**src/rtl/core/lpc_pkg.sv**
```systemverilog
// ----------------------------------------------------------------------------
// lpc_pkg
// Shared constants, command codes and controller/datapath types for the
// LPC synthesis/analysis filter core.
// ----------------------------------------------------------------------------
package lpc_pkg;

    // Default sizing
    localparam int MAX_ORDER    = 16;
    localparam int SAMPLE_WIDTH = 16;

    // Fixed field widths
    localparam int CMD_W      = 2;
    localparam int COEF_W     = 16;
    localparam int INDEX_W    = 5;
    localparam int ORDER_W    = 5;
    localparam int SHIFT_W    = 4;
    localparam int CFG_DATA_W = 5;
    localparam int CFG_IDX_W  = 2;
    // Order and tap compares, wide enough for the order field and MAX_ORDER up to 32
    localparam int CMP_W      = ORDER_W + 1;

    // Input commands
    localparam logic [CMD_W-1:0] CMD_FILTER = 2'd0;
    localparam logic [CMD_W-1:0] CMD_LOAD   = 2'd1;
    localparam logic [CMD_W-1:0] CMD_CLEAR  = 2'd2;

    // Configuration register indexes
    localparam logic [CFG_IDX_W-1:0] REG_ORDER = 2'd0;
    localparam logic [CFG_IDX_W-1:0] REG_MODE  = 2'd1;
    localparam logic [CFG_IDX_W-1:0] REG_SHIFT = 2'd2;

    // Configuration reset values
    localparam logic [ORDER_W-1:0] ORDER_RST = 5'd10;
    localparam logic               MODE_RST  = 1'b0;
    localparam logic [SHIFT_W-1:0] SHIFT_RST = 4'd12;

    // Filter modes
    localparam logic MODE_SYNTH = 1'b0;

    // Controller to datapath commands
    typedef struct packed {
        logic start;       // capture sample, seed accumulator, reset tap counter
        logic mac_en;      // multiply current tap, advance counter
        logic commit;      // round, saturate, write result, shift history
        logic load_coef;   // write one coefficient
        logic clear_hist;  // zero the history line
    } t_dp_cmd;

    // Datapath to controller status
    typedef struct packed {
        logic ord_zero;    // effective order is zero
        logic last_tap;    // counter sits on the final tap
        logic out_free;    // result register can take a new beat
    } t_dp_stat;

endpackage

```
**src/rtl/core/lpc_in_if.sv**
```systemverilog
// ----------------------------------------------------------------------------
// lpc_in_if
// Input stream channel: command, sample and coefficient load payload.
// ----------------------------------------------------------------------------
interface lpc_in_if #(
    parameter int SAMPLE_WIDTH = lpc_pkg::SAMPLE_WIDTH
) ();
    logic                               valid;
    logic                               ready;
    logic [lpc_pkg::CMD_W-1:0]          cmd;
    logic signed [SAMPLE_WIDTH-1:0]     sample_in;
    logic [lpc_pkg::INDEX_W-1:0]        coef_index;
    logic signed [lpc_pkg::COEF_W-1:0]  coef_value;

    modport source (output valid, output cmd, output sample_in, output coef_index,
                    output coef_value, input ready);
    modport sink   (input valid, input cmd, input sample_in, input coef_index,
                    input coef_value, output ready);
endinterface

```
**src/rtl/core/lpc_out_if.sv**
```systemverilog
// ----------------------------------------------------------------------------
// lpc_out_if
// Output stream channel: filtered sample and saturation flag.
// ----------------------------------------------------------------------------
interface lpc_out_if #(
    parameter int SAMPLE_WIDTH = lpc_pkg::SAMPLE_WIDTH
) ();
    logic                           valid;
    logic                           ready;
    logic signed [SAMPLE_WIDTH-1:0] sample_out;
    logic                           saturated;

    modport source (output valid, output sample_out, output saturated, input ready);
    modport sink   (input valid, input sample_out, input saturated, output ready);
endinterface

```
**src/rtl/core/lpc_ctrl.sv**
```systemverilog
// ----------------------------------------------------------------------------
// lpc_ctrl
// Sequencer: accepts input beats, steps the shared MAC over the taps and
// commits each filtered sample once the result register is free.
// ----------------------------------------------------------------------------
module lpc_ctrl (
    input  logic                      i_clk,
    input  logic                      i_rst_n,
    input  logic                      i_valid,
    input  logic [lpc_pkg::CMD_W-1:0] i_cmd,
    output logic                      o_ready,
    input  lpc_pkg::t_dp_stat         i_stat,
    output lpc_pkg::t_dp_cmd          o_cmd
);

    localparam logic [1:0] ST_IDLE  = 2'd0;
    localparam logic [1:0] ST_MAC   = 2'd1;
    localparam logic [1:0] ST_DRAIN = 2'd2;
    localparam logic [1:0] ST_ROUND = 2'd3;

    logic [1:0] r_state;
    logic [1:0] n_state;
    logic       accept;

    assign o_ready = (r_state == ST_IDLE);
    assign accept  = i_valid && o_ready;

    // Next state and datapath commands
    always_comb begin
        n_state = r_state;
        o_cmd   = '0;
        case (r_state)
            ST_IDLE: begin
                if (accept) begin
                    case (i_cmd)
                        lpc_pkg::CMD_FILTER: begin
                            o_cmd.start = 1'b1;
                            n_state     = i_stat.ord_zero ? ST_ROUND : ST_MAC;
                        end
                        lpc_pkg::CMD_LOAD:  o_cmd.load_coef  = 1'b1;
                        lpc_pkg::CMD_CLEAR: o_cmd.clear_hist = 1'b1;
                        default:            ;
                    endcase
                end
            end
            ST_MAC: begin
                o_cmd.mac_en = 1'b1;
                if (i_stat.last_tap) begin
                    n_state = ST_DRAIN;
                end
            end
            ST_DRAIN: begin
                n_state = ST_ROUND;
            end
            ST_ROUND: begin
                if (i_stat.out_free) begin
                    o_cmd.commit = 1'b1;
                    n_state      = ST_IDLE;
                end
            end
            default: n_state = ST_IDLE;
        endcase
    end

    // State register
    always_ff @(posedge i_clk) begin
        if (!i_rst_n) begin
            r_state <= ST_IDLE;
        end else begin
            r_state <= n_state;
        end
    end

`ifndef NO_ASSERTIONS
    a_drain_to_round: assert property (@(posedge i_clk) disable iff (!i_rst_n)
        (r_state == ST_DRAIN) |=> (r_state == ST_ROUND))
        else $error("drain not followed by rounding");
    a_commit_returns_idle: assert property (@(posedge i_clk) disable iff (!i_rst_n)
        o_cmd.commit |=> o_ready)
        else $error("not idle after commit");
    a_start_leaves_idle: assert property (@(posedge i_clk) disable iff (!i_rst_n)
        o_cmd.start |=> !o_ready)
        else $error("filter beat did not start the tap loop");
`endif

endmodule

```
**src/rtl/core/lpc_dpath.sv**
```systemverilog
// ----------------------------------------------------------------------------
// lpc_dpath
// Datapath: configuration, coefficient table, history line, shared
// multiply-accumulate, rounding/saturation and the result register.
// ----------------------------------------------------------------------------
module lpc_dpath #(
    parameter int MAX_ORDER    = lpc_pkg::MAX_ORDER,
    parameter int SAMPLE_WIDTH = lpc_pkg::SAMPLE_WIDTH
) (
    input  logic                                i_clk,
    input  logic                                i_rst_n,
    // configuration
    input  logic                                i_cfg_we,
    input  logic [lpc_pkg::CFG_IDX_W-1:0]       i_cfg_index,
    input  logic [lpc_pkg::CFG_DATA_W-1:0]      i_cfg_data,
    // input payload
    input  logic signed [SAMPLE_WIDTH-1:0]      i_sample_in,
    input  logic [lpc_pkg::INDEX_W-1:0]         i_coef_index,
    input  logic signed [lpc_pkg::COEF_W-1:0]   i_coef_value,
    // output channel
    output logic                                o_valid,
    input  logic                                i_ready,
    output logic signed [SAMPLE_WIDTH-1:0]      o_sample_out,
    output logic                                o_saturated,
    // control
    input  lpc_pkg::t_dp_cmd                    i_cmd,
    output lpc_pkg::t_dp_stat                   o_stat
);

    localparam int IDX_W  = (MAX_ORDER > 1) ? $clog2(MAX_ORDER) : 1;
    localparam int PROD_W = lpc_pkg::COEF_W + SAMPLE_WIDTH;
    localparam int ACC_W  = SAMPLE_WIDTH + lpc_pkg::COEF_W + $clog2(MAX_ORDER + 1) + 1;
    localparam int CMP_W  = lpc_pkg::CMP_W;

    localparam logic signed [ACC_W-1:0] HI_EXT =
        {{(ACC_W - SAMPLE_WIDTH + 1){1'b0}}, {(SAMPLE_WIDTH - 1){1'b1}}};
    localparam logic signed [ACC_W-1:0] LO_EXT = ~HI_EXT;

    // Configuration registers
    logic [lpc_pkg::ORDER_W-1:0]       r_order;
    logic                              r_mode;
    logic [lpc_pkg::SHIFT_W-1:0]       r_shift;

    // Stores
    logic signed [lpc_pkg::COEF_W-1:0] r_coef [MAX_ORDER];
    logic signed [SAMPLE_WIDTH-1:0]    r_hist [MAX_ORDER];

    // MAC pipeline
    logic signed [SAMPLE_WIDTH-1:0]    r_x;
    logic [IDX_W-1:0]                  r_cnt;
    logic signed [PROD_W-1:0]          r_prod;
    logic                              r_prod_vld;
    logic signed [ACC_W-1:0]           r_acc;

    // Result register
    logic                              r_out_vld;
    logic signed [SAMPLE_WIDTH-1:0]    r_out_y;
    logic                              r_out_sat;

    logic [CMP_W-1:0]                  ord_clip;
    logic [CMP_W-1:0]                  load_j;
    logic                              load_ok;
    logic [IDX_W-1:0]                  load_idx;
    logic signed [ACC_W-1:0]           x_seed;
    logic signed [ACC_W-1:0]           prod_ext;
    logic signed [ACC_W-1:0]           rnd;
    logic signed [ACC_W-1:0]           acc_rnd;
    logic signed [ACC_W-1:0]           y_full;
    logic signed [SAMPLE_WIDTH-1:0]    y_sat;
    logic                              sat;

    // Effective order, clipped to the table depth
    always_comb begin
        if ({1'b0, r_order} > CMP_W'(MAX_ORDER)) begin
            ord_clip = CMP_W'(MAX_ORDER);
        end else begin
            ord_clip = {1'b0, r_order};
        end
    end

    assign o_stat.ord_zero = (ord_clip == '0);
    assign o_stat.last_tap = (CMP_W'(r_cnt) == (ord_clip - CMP_W'(1)));
    assign o_stat.out_free = !r_out_vld || i_ready;

    // Coefficient load address: taps 1..MAX_ORDER map to entries 0..MAX_ORDER-1
    assign load_j   = {1'b0, i_coef_index};
    assign load_ok  = (i_coef_index != '0) && (load_j <= CMP_W'(MAX_ORDER));
    assign load_idx = IDX_W'(load_j - CMP_W'(1));

    // Accumulator seed and product extension
    assign x_seed   = ACC_W'(i_sample_in) <<< r_shift;
    assign prod_ext = ACC_W'(r_prod);

    // Round half up, floor shift, saturate
    always_comb begin
        if (r_shift == '0) begin
            rnd = '0;
        end else begin
            rnd = ACC_W'(1) <<< (r_shift - lpc_pkg::SHIFT_W'(1));
        end
        acc_rnd = r_acc + rnd;
        y_full  = acc_rnd >>> r_shift;
        if (y_full > HI_EXT) begin
            y_sat = SAMPLE_WIDTH'(HI_EXT);
            sat   = 1'b1;
        end else if (y_full < LO_EXT) begin
            y_sat = SAMPLE_WIDTH'(LO_EXT);
            sat   = 1'b1;
        end else begin
            y_sat = SAMPLE_WIDTH'(y_full);
            sat   = 1'b0;
        end
    end

    // Configuration, stores and control flags
    always_ff @(posedge i_clk) begin
        if (!i_rst_n) begin
            r_order    <= lpc_pkg::ORDER_RST;
            r_mode     <= lpc_pkg::MODE_RST;
            r_shift    <= lpc_pkg::SHIFT_RST;
            r_prod_vld <= 1'b0;
            r_out_vld  <= 1'b0;
            for (int k = 0; k < MAX_ORDER; k++) begin
                r_coef[k] <= '0;
                r_hist[k] <= '0;
            end
        end else begin
            if (i_cfg_we) begin
                case (i_cfg_index)
                    lpc_pkg::REG_ORDER: r_order <= i_cfg_data[lpc_pkg::ORDER_W-1:0];
                    lpc_pkg::REG_MODE:  r_mode  <= i_cfg_data[0];
                    lpc_pkg::REG_SHIFT: r_shift <= i_cfg_data[lpc_pkg::SHIFT_W-1:0];
                    default:            ;
                endcase
            end
            r_prod_vld <= i_cmd.mac_en;
            if (i_cmd.load_coef && load_ok) begin
                r_coef[load_idx] <= i_coef_value;
            end
            // shift the whole line on commit, zero it on clear
            if (i_cmd.clear_hist) begin
                for (int k = 0; k < MAX_ORDER; k++) begin
                    r_hist[k] <= '0;
                end
            end else if (i_cmd.commit) begin
                for (int k = MAX_ORDER - 1; k > 0; k--) begin
                    r_hist[k] <= r_hist[k-1];
                end
                r_hist[0] <= (r_mode == lpc_pkg::MODE_SYNTH) ? y_sat : r_x;
            end
            if (i_cmd.commit) begin
                r_out_vld <= 1'b1;
            end else if (i_ready) begin
                r_out_vld <= 1'b0;
            end
        end
    end

    // MAC pipeline and result payload
    always_ff @(posedge i_clk) begin
        if (i_cmd.start) begin
            r_x   <= i_sample_in;
            r_cnt <= '0;
            r_acc <= x_seed;
        end else begin
            if (i_cmd.mac_en) begin
                r_cnt <= r_cnt + IDX_W'(1);
            end
            if (r_prod_vld) begin
                r_acc <= (r_mode == lpc_pkg::MODE_SYNTH) ? r_acc - prod_ext
                                                         : r_acc + prod_ext;
            end
        end
        r_prod <= r_coef[r_cnt] * r_hist[r_cnt];
        if (i_cmd.commit) begin
            r_out_y   <= y_sat;
            r_out_sat <= sat;
        end
    end

    assign o_valid      = r_out_vld;
    assign o_sample_out = r_out_y;
    assign o_saturated  = r_out_sat;

`ifndef NO_ASSERTIONS
    a_commit_when_free: assert property (@(posedge i_clk) disable iff (!i_rst_n)
        i_cmd.commit |-> (!r_out_vld || i_ready))
        else $error("result overwritten while stalled");
    a_commit_shows_result: assert property (@(posedge i_clk) disable iff (!i_rst_n)
        i_cmd.commit |=> r_out_vld)
        else $error("committed result not presented");
    a_no_product_at_start: assert property (@(posedge i_clk) disable iff (!i_rst_n)
        !(i_cmd.start && r_prod_vld))
        else $error("product pending when a new sample starts");
`endif

endmodule

```
**src/rtl/core/lpc_synthesis_analysis_filter_core.sv**
```systemverilog
// ----------------------------------------------------------------------------
// lpc_synthesis_analysis_filter_core
// LPC filter of adjustable order: all-pole synthesis or all-zero residue
// analysis, with coefficient loading and history clear through input beats.
// ----------------------------------------------------------------------------
// A filter beat steps the tap loop, then a drain state and a rounding state;
//   its result is registered on commit (order zero skips the loop and drain);
//   orders above MAX_ORDER run as MAX_ORDER. No new beat is taken before the
//   last result is committed; the single shared multiplier steps one tap per
//   cycle; a stalled output holds the rounding state; load/clear finish in idle.
// Reset (synchronous, active low) zeroes coefficients and history at once and
//   sets order 10, synthesis mode, shift 12.
module lpc_synthesis_analysis_filter_core #(
    parameter int MAX_ORDER    = lpc_pkg::MAX_ORDER,
    parameter int SAMPLE_WIDTH = lpc_pkg::SAMPLE_WIDTH
) (
    input  logic                           i_clk,
    input  logic                           i_rst_n,
    input  logic                           i_cfg_we,
    input  logic [lpc_pkg::CFG_IDX_W-1:0]  i_cfg_index,
    input  logic [lpc_pkg::CFG_DATA_W-1:0] i_cfg_data,
    lpc_in_if.sink                         i_in,
    lpc_out_if.source                      o_out
);

    lpc_pkg::t_dp_cmd  dp_cmd;
    lpc_pkg::t_dp_stat dp_stat;

    // Sequencer
    lpc_ctrl u_ctrl (
        .i_clk   (i_clk),
        .i_rst_n (i_rst_n),
        .i_valid (i_in.valid),
        .i_cmd   (i_in.cmd),
        .o_ready (i_in.ready),
        .i_stat  (dp_stat),
        .o_cmd   (dp_cmd)
    );

    // Datapath
    lpc_dpath #(
        .MAX_ORDER    (MAX_ORDER),
        .SAMPLE_WIDTH (SAMPLE_WIDTH)
    ) u_dpath (
        .i_clk        (i_clk),
        .i_rst_n      (i_rst_n),
        .i_cfg_we     (i_cfg_we),
        .i_cfg_index  (i_cfg_index),
        .i_cfg_data   (i_cfg_data),
        .i_sample_in  (i_in.sample_in),
        .i_coef_index (i_in.coef_index),
        .i_coef_value (i_in.coef_value),
        .o_valid      (o_out.valid),
        .i_ready      (o_out.ready),
        .o_sample_out (o_out.sample_out),
        .o_saturated  (o_out.saturated),
        .i_cmd        (dp_cmd),
        .o_stat       (dp_stat)
    );

endmodule
```
**src/flat_wrapper.sv**
```systemverilog
// flat-port wrapper written by rule: the top's interface ports become plain ports
module lpc_synthesis_analysis_filter_core_flat 
#(
    parameter int MAX_ORDER    = lpc_pkg::MAX_ORDER,
    parameter int SAMPLE_WIDTH = lpc_pkg::SAMPLE_WIDTH
)
  (i_clk, i_rst_n, i_cfg_we, i_cfg_index, i_cfg_data, i_in_valid, i_in_cmd, i_in_sample_in, i_in_coef_index, i_in_coef_value, i_in_ready, o_out_valid, o_out_sample_out, o_out_saturated, o_out_ready);
  lpc_in_if #(.SAMPLE_WIDTH(SAMPLE_WIDTH)) i_in_i ();
  lpc_out_if #(.SAMPLE_WIDTH(SAMPLE_WIDTH)) o_out_i ();
  input  logic i_clk;
  input  logic i_rst_n;
  input  logic i_cfg_we;
  input  logic [lpc_pkg::CFG_IDX_W-1:0] i_cfg_index;
  input  logic [lpc_pkg::CFG_DATA_W-1:0] i_cfg_data;
  input wire logic [$bits(i_in_i.valid)-1:0] i_in_valid;
  input wire logic [$bits(i_in_i.cmd)-1:0] i_in_cmd;
  input wire logic [$bits(i_in_i.sample_in)-1:0] i_in_sample_in;
  input wire logic [$bits(i_in_i.coef_index)-1:0] i_in_coef_index;
  input wire logic [$bits(i_in_i.coef_value)-1:0] i_in_coef_value;
  output wire logic [$bits(i_in_i.ready)-1:0] i_in_ready;
  output wire logic [$bits(o_out_i.valid)-1:0] o_out_valid;
  output wire logic [$bits(o_out_i.sample_out)-1:0] o_out_sample_out;
  output wire logic [$bits(o_out_i.saturated)-1:0] o_out_saturated;
  input wire logic [$bits(o_out_i.ready)-1:0] o_out_ready;
  assign i_in_i.valid = i_in_valid;
  assign i_in_i.cmd = i_in_cmd;
  assign i_in_i.sample_in = i_in_sample_in;
  assign i_in_i.coef_index = i_in_coef_index;
  assign i_in_i.coef_value = i_in_coef_value;
  assign i_in_ready = i_in_i.ready;
  assign o_out_valid = o_out_i.valid;
  assign o_out_sample_out = o_out_i.sample_out;
  assign o_out_saturated = o_out_i.saturated;
  assign o_out_i.ready = o_out_ready;
  lpc_synthesis_analysis_filter_core #(.MAX_ORDER(MAX_ORDER), .SAMPLE_WIDTH(SAMPLE_WIDTH)) u_core (.i_clk(i_clk), .i_rst_n(i_rst_n), .i_cfg_we(i_cfg_we), .i_cfg_index(i_cfg_index), .i_cfg_data(i_cfg_data), .i_in(i_in_i), .o_out(o_out_i));
endmodule
```
**config.mk**
```make
export PLATFORM = sky130hd
export DESIGN_NAME = lpc_synthesis_analysis_filter_core_flat
export DESIGN_NICKNAME = d
export VERILOG_FILES = /design/src/rtl/core/lpc_pkg.sv /design/src/rtl/core/lpc_in_if.sv /design/src/rtl/core/lpc_out_if.sv /design/src/rtl/core/lpc_ctrl.sv /design/src/rtl/core/lpc_dpath.sv /design/src/rtl/core/lpc_synthesis_analysis_filter_core.sv /design/src/flat_wrapper.sv
export SDC_FILE = /design/constraint.sdc
export NUM_CORES = 2
export LEC_CHECK = 0
export BUFFER_PORTS_ARGS = -buffer_cell sky130_fd_sc_hd__buf_2
export CELL_PAD_IN_SITES_DETAIL_PLACEMENT = 0
export CELL_PAD_IN_SITES_GLOBAL_PLACEMENT = 1
export CORE_ASPECT_RATIO = 0.75
export CORE_MARGIN = 2
export CORE_UTILIZATION = 49
export CTS_CLUSTER_SIZE = 24
export DETAILED_ROUTE_END_ITERATION = 10
export PLACE_DENSITY_LB_ADDON = 0.25
export SLEW_MARGIN = 20
export SYNTH_ARGS = -nofsm -noshare
export SYNTH_HDL_FRONTEND = slang
export SYNTH_SLANG_ARGS = --single-unit
```
**constraint.sdc**
```tcl
create_clock -name i_clk -period 10.3 [get_ports i_clk]
set_input_delay 1.03 -clock i_clk [delete_from_list [all_inputs] [get_ports i_clk]]
set_output_delay 1.03 -clock i_clk [all_outputs]
set_load 0.02 [all_outputs]
```
==> impl_metrics.env <==
export IMPL_grtUsageTotal_pct=27.4
export IMPL_area_delta_synth_final_pct=8.70
export IMPL_grt_pass1_wl_um=194000
export IMPL_endpoint_kind="flop"
export IMPL_fin_nets=4618
export IMPL_first_pass_iters=5
export IMPL_fmax_ghz=0.116
export IMPL_antenna_found_initial=1
export IMPL_grt_max_degree=79
export IMPL_post_route_period_util_pct=84.0
export IMPL_post_cts_buffers=0
export IMPL_globalplace_congestion=0.961
export IMPL_synth_cells=4198
export IMPL_initial_core_util_pct=49.5
export IMPL_ant_nets=0
export IMPL_port_buffers=69
export IMPL_yosysWarnings=0
export IMPL_rows=95
export IMPL_synth_main_ff_cell="edfxtp_1"
export IMPL_remaining_drc_errors=0
export IMPL_synth_seq_cells=637
export IMPL_drive_gt1_share_pct=11.9
export IMPL_fp_dieH_um=265
export IMPL_drt_initial_drc_count=4070
export IMPL_maxCapViolCount=0
export IMPL_path_max_fanout=48
export IMPL_max_clock_path_buffers=3
export IMPL_setup_worst_path_class="flop to flop"
export IMPL_vias=32239
export IMPL_hold_path_class="flop to flop"
export IMPL_wl_met1_um=62000
export IMPL_io_pins=70
export IMPL_arrival_ps=9160
export IMPL_fp_coreArea_um2=89600
export IMPL_root_buffer="clkbuf_16"
export IMPL_layout_commonest_cell="nand2_1"
export IMPL_hold_viol_final=0
export IMPL_crit_required_ps=10810
export IMPL_avgSynthCellArea_um2=10.6
export IMPL_synth_top_cell_area_share_pct=31.9
export IMPL_ys_seq_area_share_pct=39.4
export IMPL_rsz0062_at_grt="false"
export IMPL_netlist_area_um2=44400
export IMPL_syn_num_nets=4656
export IMPL_wl_per_cell_um=23.3
export IMPL_synth_area_leaders="edfxtp_1 (32%), fa_1 (12%), mux4_2 (8.1%)"
export IMPL_yosysTopAreaCell="edfxtp_1"
export IMPL_layout_common_cells="nand2_1 (531), edfxtp_1 (471), and2_1 (419), inv_1 (338), fa_1 (264)"
export IMPL_synth_distinct_cells=99
export IMPL_final_setup_viol_count=0
export IMPL_worstMarginPinSlew_ps=1130
export IMPL_rr_endpoint="u_core.u_dpath.r_prod[30]"
export IMPL_cts_tree="yes"
export IMPL_wl_met3_um=12700
export IMPL_startpoint_type="flop"
export IMPL_cts_resized=0
export IMPL_status="finished clean"
export IMPL_post_place_ws_ps=1710
export IMPL_reg2reg_slack_ps=1650
export IMPL_dp_final_hpwl_um=91200
export IMPL_grt_pass1_vias=30556
export IMPL_tns_ps=0
export IMPL_endpoint="u_core.u_dpath.r_prod[30]"
export IMPL_hold_buffers=0
export IMPL_min_period_ps=8650
export IMPL_async_flop_share_pct=0
export IMPL_dieArea_um2=93000
export IMPL_viasPerCell=5.94
export IMPL_drt_wl_total_um=127000
export IMPL_dr_wl_met2_um=50700
export IMPL_fin_skew_ps=61.5
export IMPL_grt_ovfl_total=0
export IMPL_slew_headroom_pct=24.1
export IMPL_die_width_um=351
export IMPL_routed_top_layer="met4"
export IMPL_cts_clk_slew_worst_paths_ps=60
export IMPL_htreeDepth=3
export IMPL_synth_edff_count=471
export IMPL_drv_slew=0
export IMPL_postLayoutCoreUtil_pct=53.8
export IMPL_fin_hold_ws_ps=456
export IMPL_setup_ws_ps=1650
export IMPL_numClockSinks=637
export IMPL_clkLatencyLatePin_ps=650
export IMPL_r2r_cells=25
export IMPL_numCtsBuffers=70
-- final cells by class --
class / instances / area [um^2]
fill: 7960 / 41400
tap: 1212 / 1520
clock buffer: 105 / 2010
sequential: 637 / 17500
inverter: 343 / 1290
timing repair buffer: 140 / 916
antenna: 1 / 2.50
clock inverter: 25 / 302
multi-input combinational: 2968 / 24700
-- worst min-delay path by stage --
stage	startpoint	to	slack, ps	depth (start not counted)
floorplan	u_core.u_dpath.r_hist[15][0]	u_core.u_dpath.r_hist[15][0]	430	2
global route	u_core.u_dpath.r_hist[15][13]	u_core.u_dpath.r_hist[15][13]	470	2
finish	u_core.u_dpath.r_hist[10][11]	u_core.u_dpath.r_hist[11][11]	460	2
CTS	u_core.u_dpath.r_hist[15][12]	u_core.u_dpath.r_hist[15][12]	460	2
detailed placement	u_core.u_dpath.r_hist[15][5]	u_core.u_dpath.r_hist[15][5]	450	2
global placement	u_core.u_dpath.r_hist[15][2]	u_core.u_dpath.r_hist[15][2]	440	2
-- Yosys cell counts (17+ instances only) --
cell / instances
inv_1: 340
mux4_2: 159
nand3_1: 50
nand2_1: 533
a31oi_1: 17
ha_1: 143
fa_1: 264
o21ai_0: 106
a211oi_1: 36
dfxtp_1: 166
mux2i_1: 74
nand2b_1: 34
nor2_1: 269
xnor2_1: 78
edfxtp_1: 471
mux2_2: 24
nor2b_1: 24
nor3_1: 57
clkbuf_1: 189
a21oi_1: 251
a21o_1: 29
nand4_1: 21
o21bai_1: 21
nor4_1: 21
buf_1: 47
xor2_1: 59
and2_1: 419
o211ai_1: 22
-- registers in the layout, indices dropped and copies added (netlist names), named ones only --
name	cells
u_core.u_dpath.r_coef	256
u_core.u_dpath.r_hist	256
u_core.u_dpath.r_acc	38
u_core.u_dpath.r_prod	32
u_core.u_dpath.o_sample_out	16
u_core.u_dpath.r_x	16
u_core.u_dpath.r_order	5
u_core.u_dpath.r_cnt	4
u_core.u_dpath.r_shift	4
u_core.u_ctrl.r_state	2
u_core.u_dpath.o_saturated	1
u_core.u_dpath.o_valid	1
u_core.u_dpath.r_mode	1
u_core.u_dpath.r_prod_vld	1
-- critical path, cell delays in order (launching register included) --
cell and delay (ps):
dfxtp_4 570, buf_12 380, mux4_2 570, mux4_2 640
inv_1 250, nor2_1 90, fa_1 490, fa_1 550
inv_1 60, fa_1 480, fa_1 500, fa_1 490
inv_1 50, fa_1 430, ha_1 330, a21oi_1 230
nor3b_1 370, o31a_1 270, o31a_1 170, o21ai_0 140
o31ai_1 490, o21bai_1 200, nor2b_1 160, nor2_1 70
a211oi_1 280, xnor2_1 160
-- kinds of logic after synthesis --
logic type | share of synthesized area, %
flops | 39.4
xor+xnor | 2.70
fa+ha+maj | 15.9
mux | 10.4
compound gates | 9.91
other cells | 0.00845
buf+inv | 5.09
simple gates | 16.6
-- per-layer routing --
metal	vias to the layer above	track usage, %
met5	-	0
met4	0	3.87
met3	113	6.10
met2	1428	35.7
met1	16153	46.4
li1	14545	-
-- per-stage QoR --
stage / cells / area (um^2)
3_5_place_dp: 5300 / 45900
5_1_grt: 5430 / 48200
3_3_place_gp: 5300 / 45900
6_report: 5431 / 48200
2_1_floorplan: 4198 / 44400
4_1_cts: 5430 / 48200
Power is not shown: default switching activity piles up to over one toggle a cycle in this logic, so the estimate is an artifact.
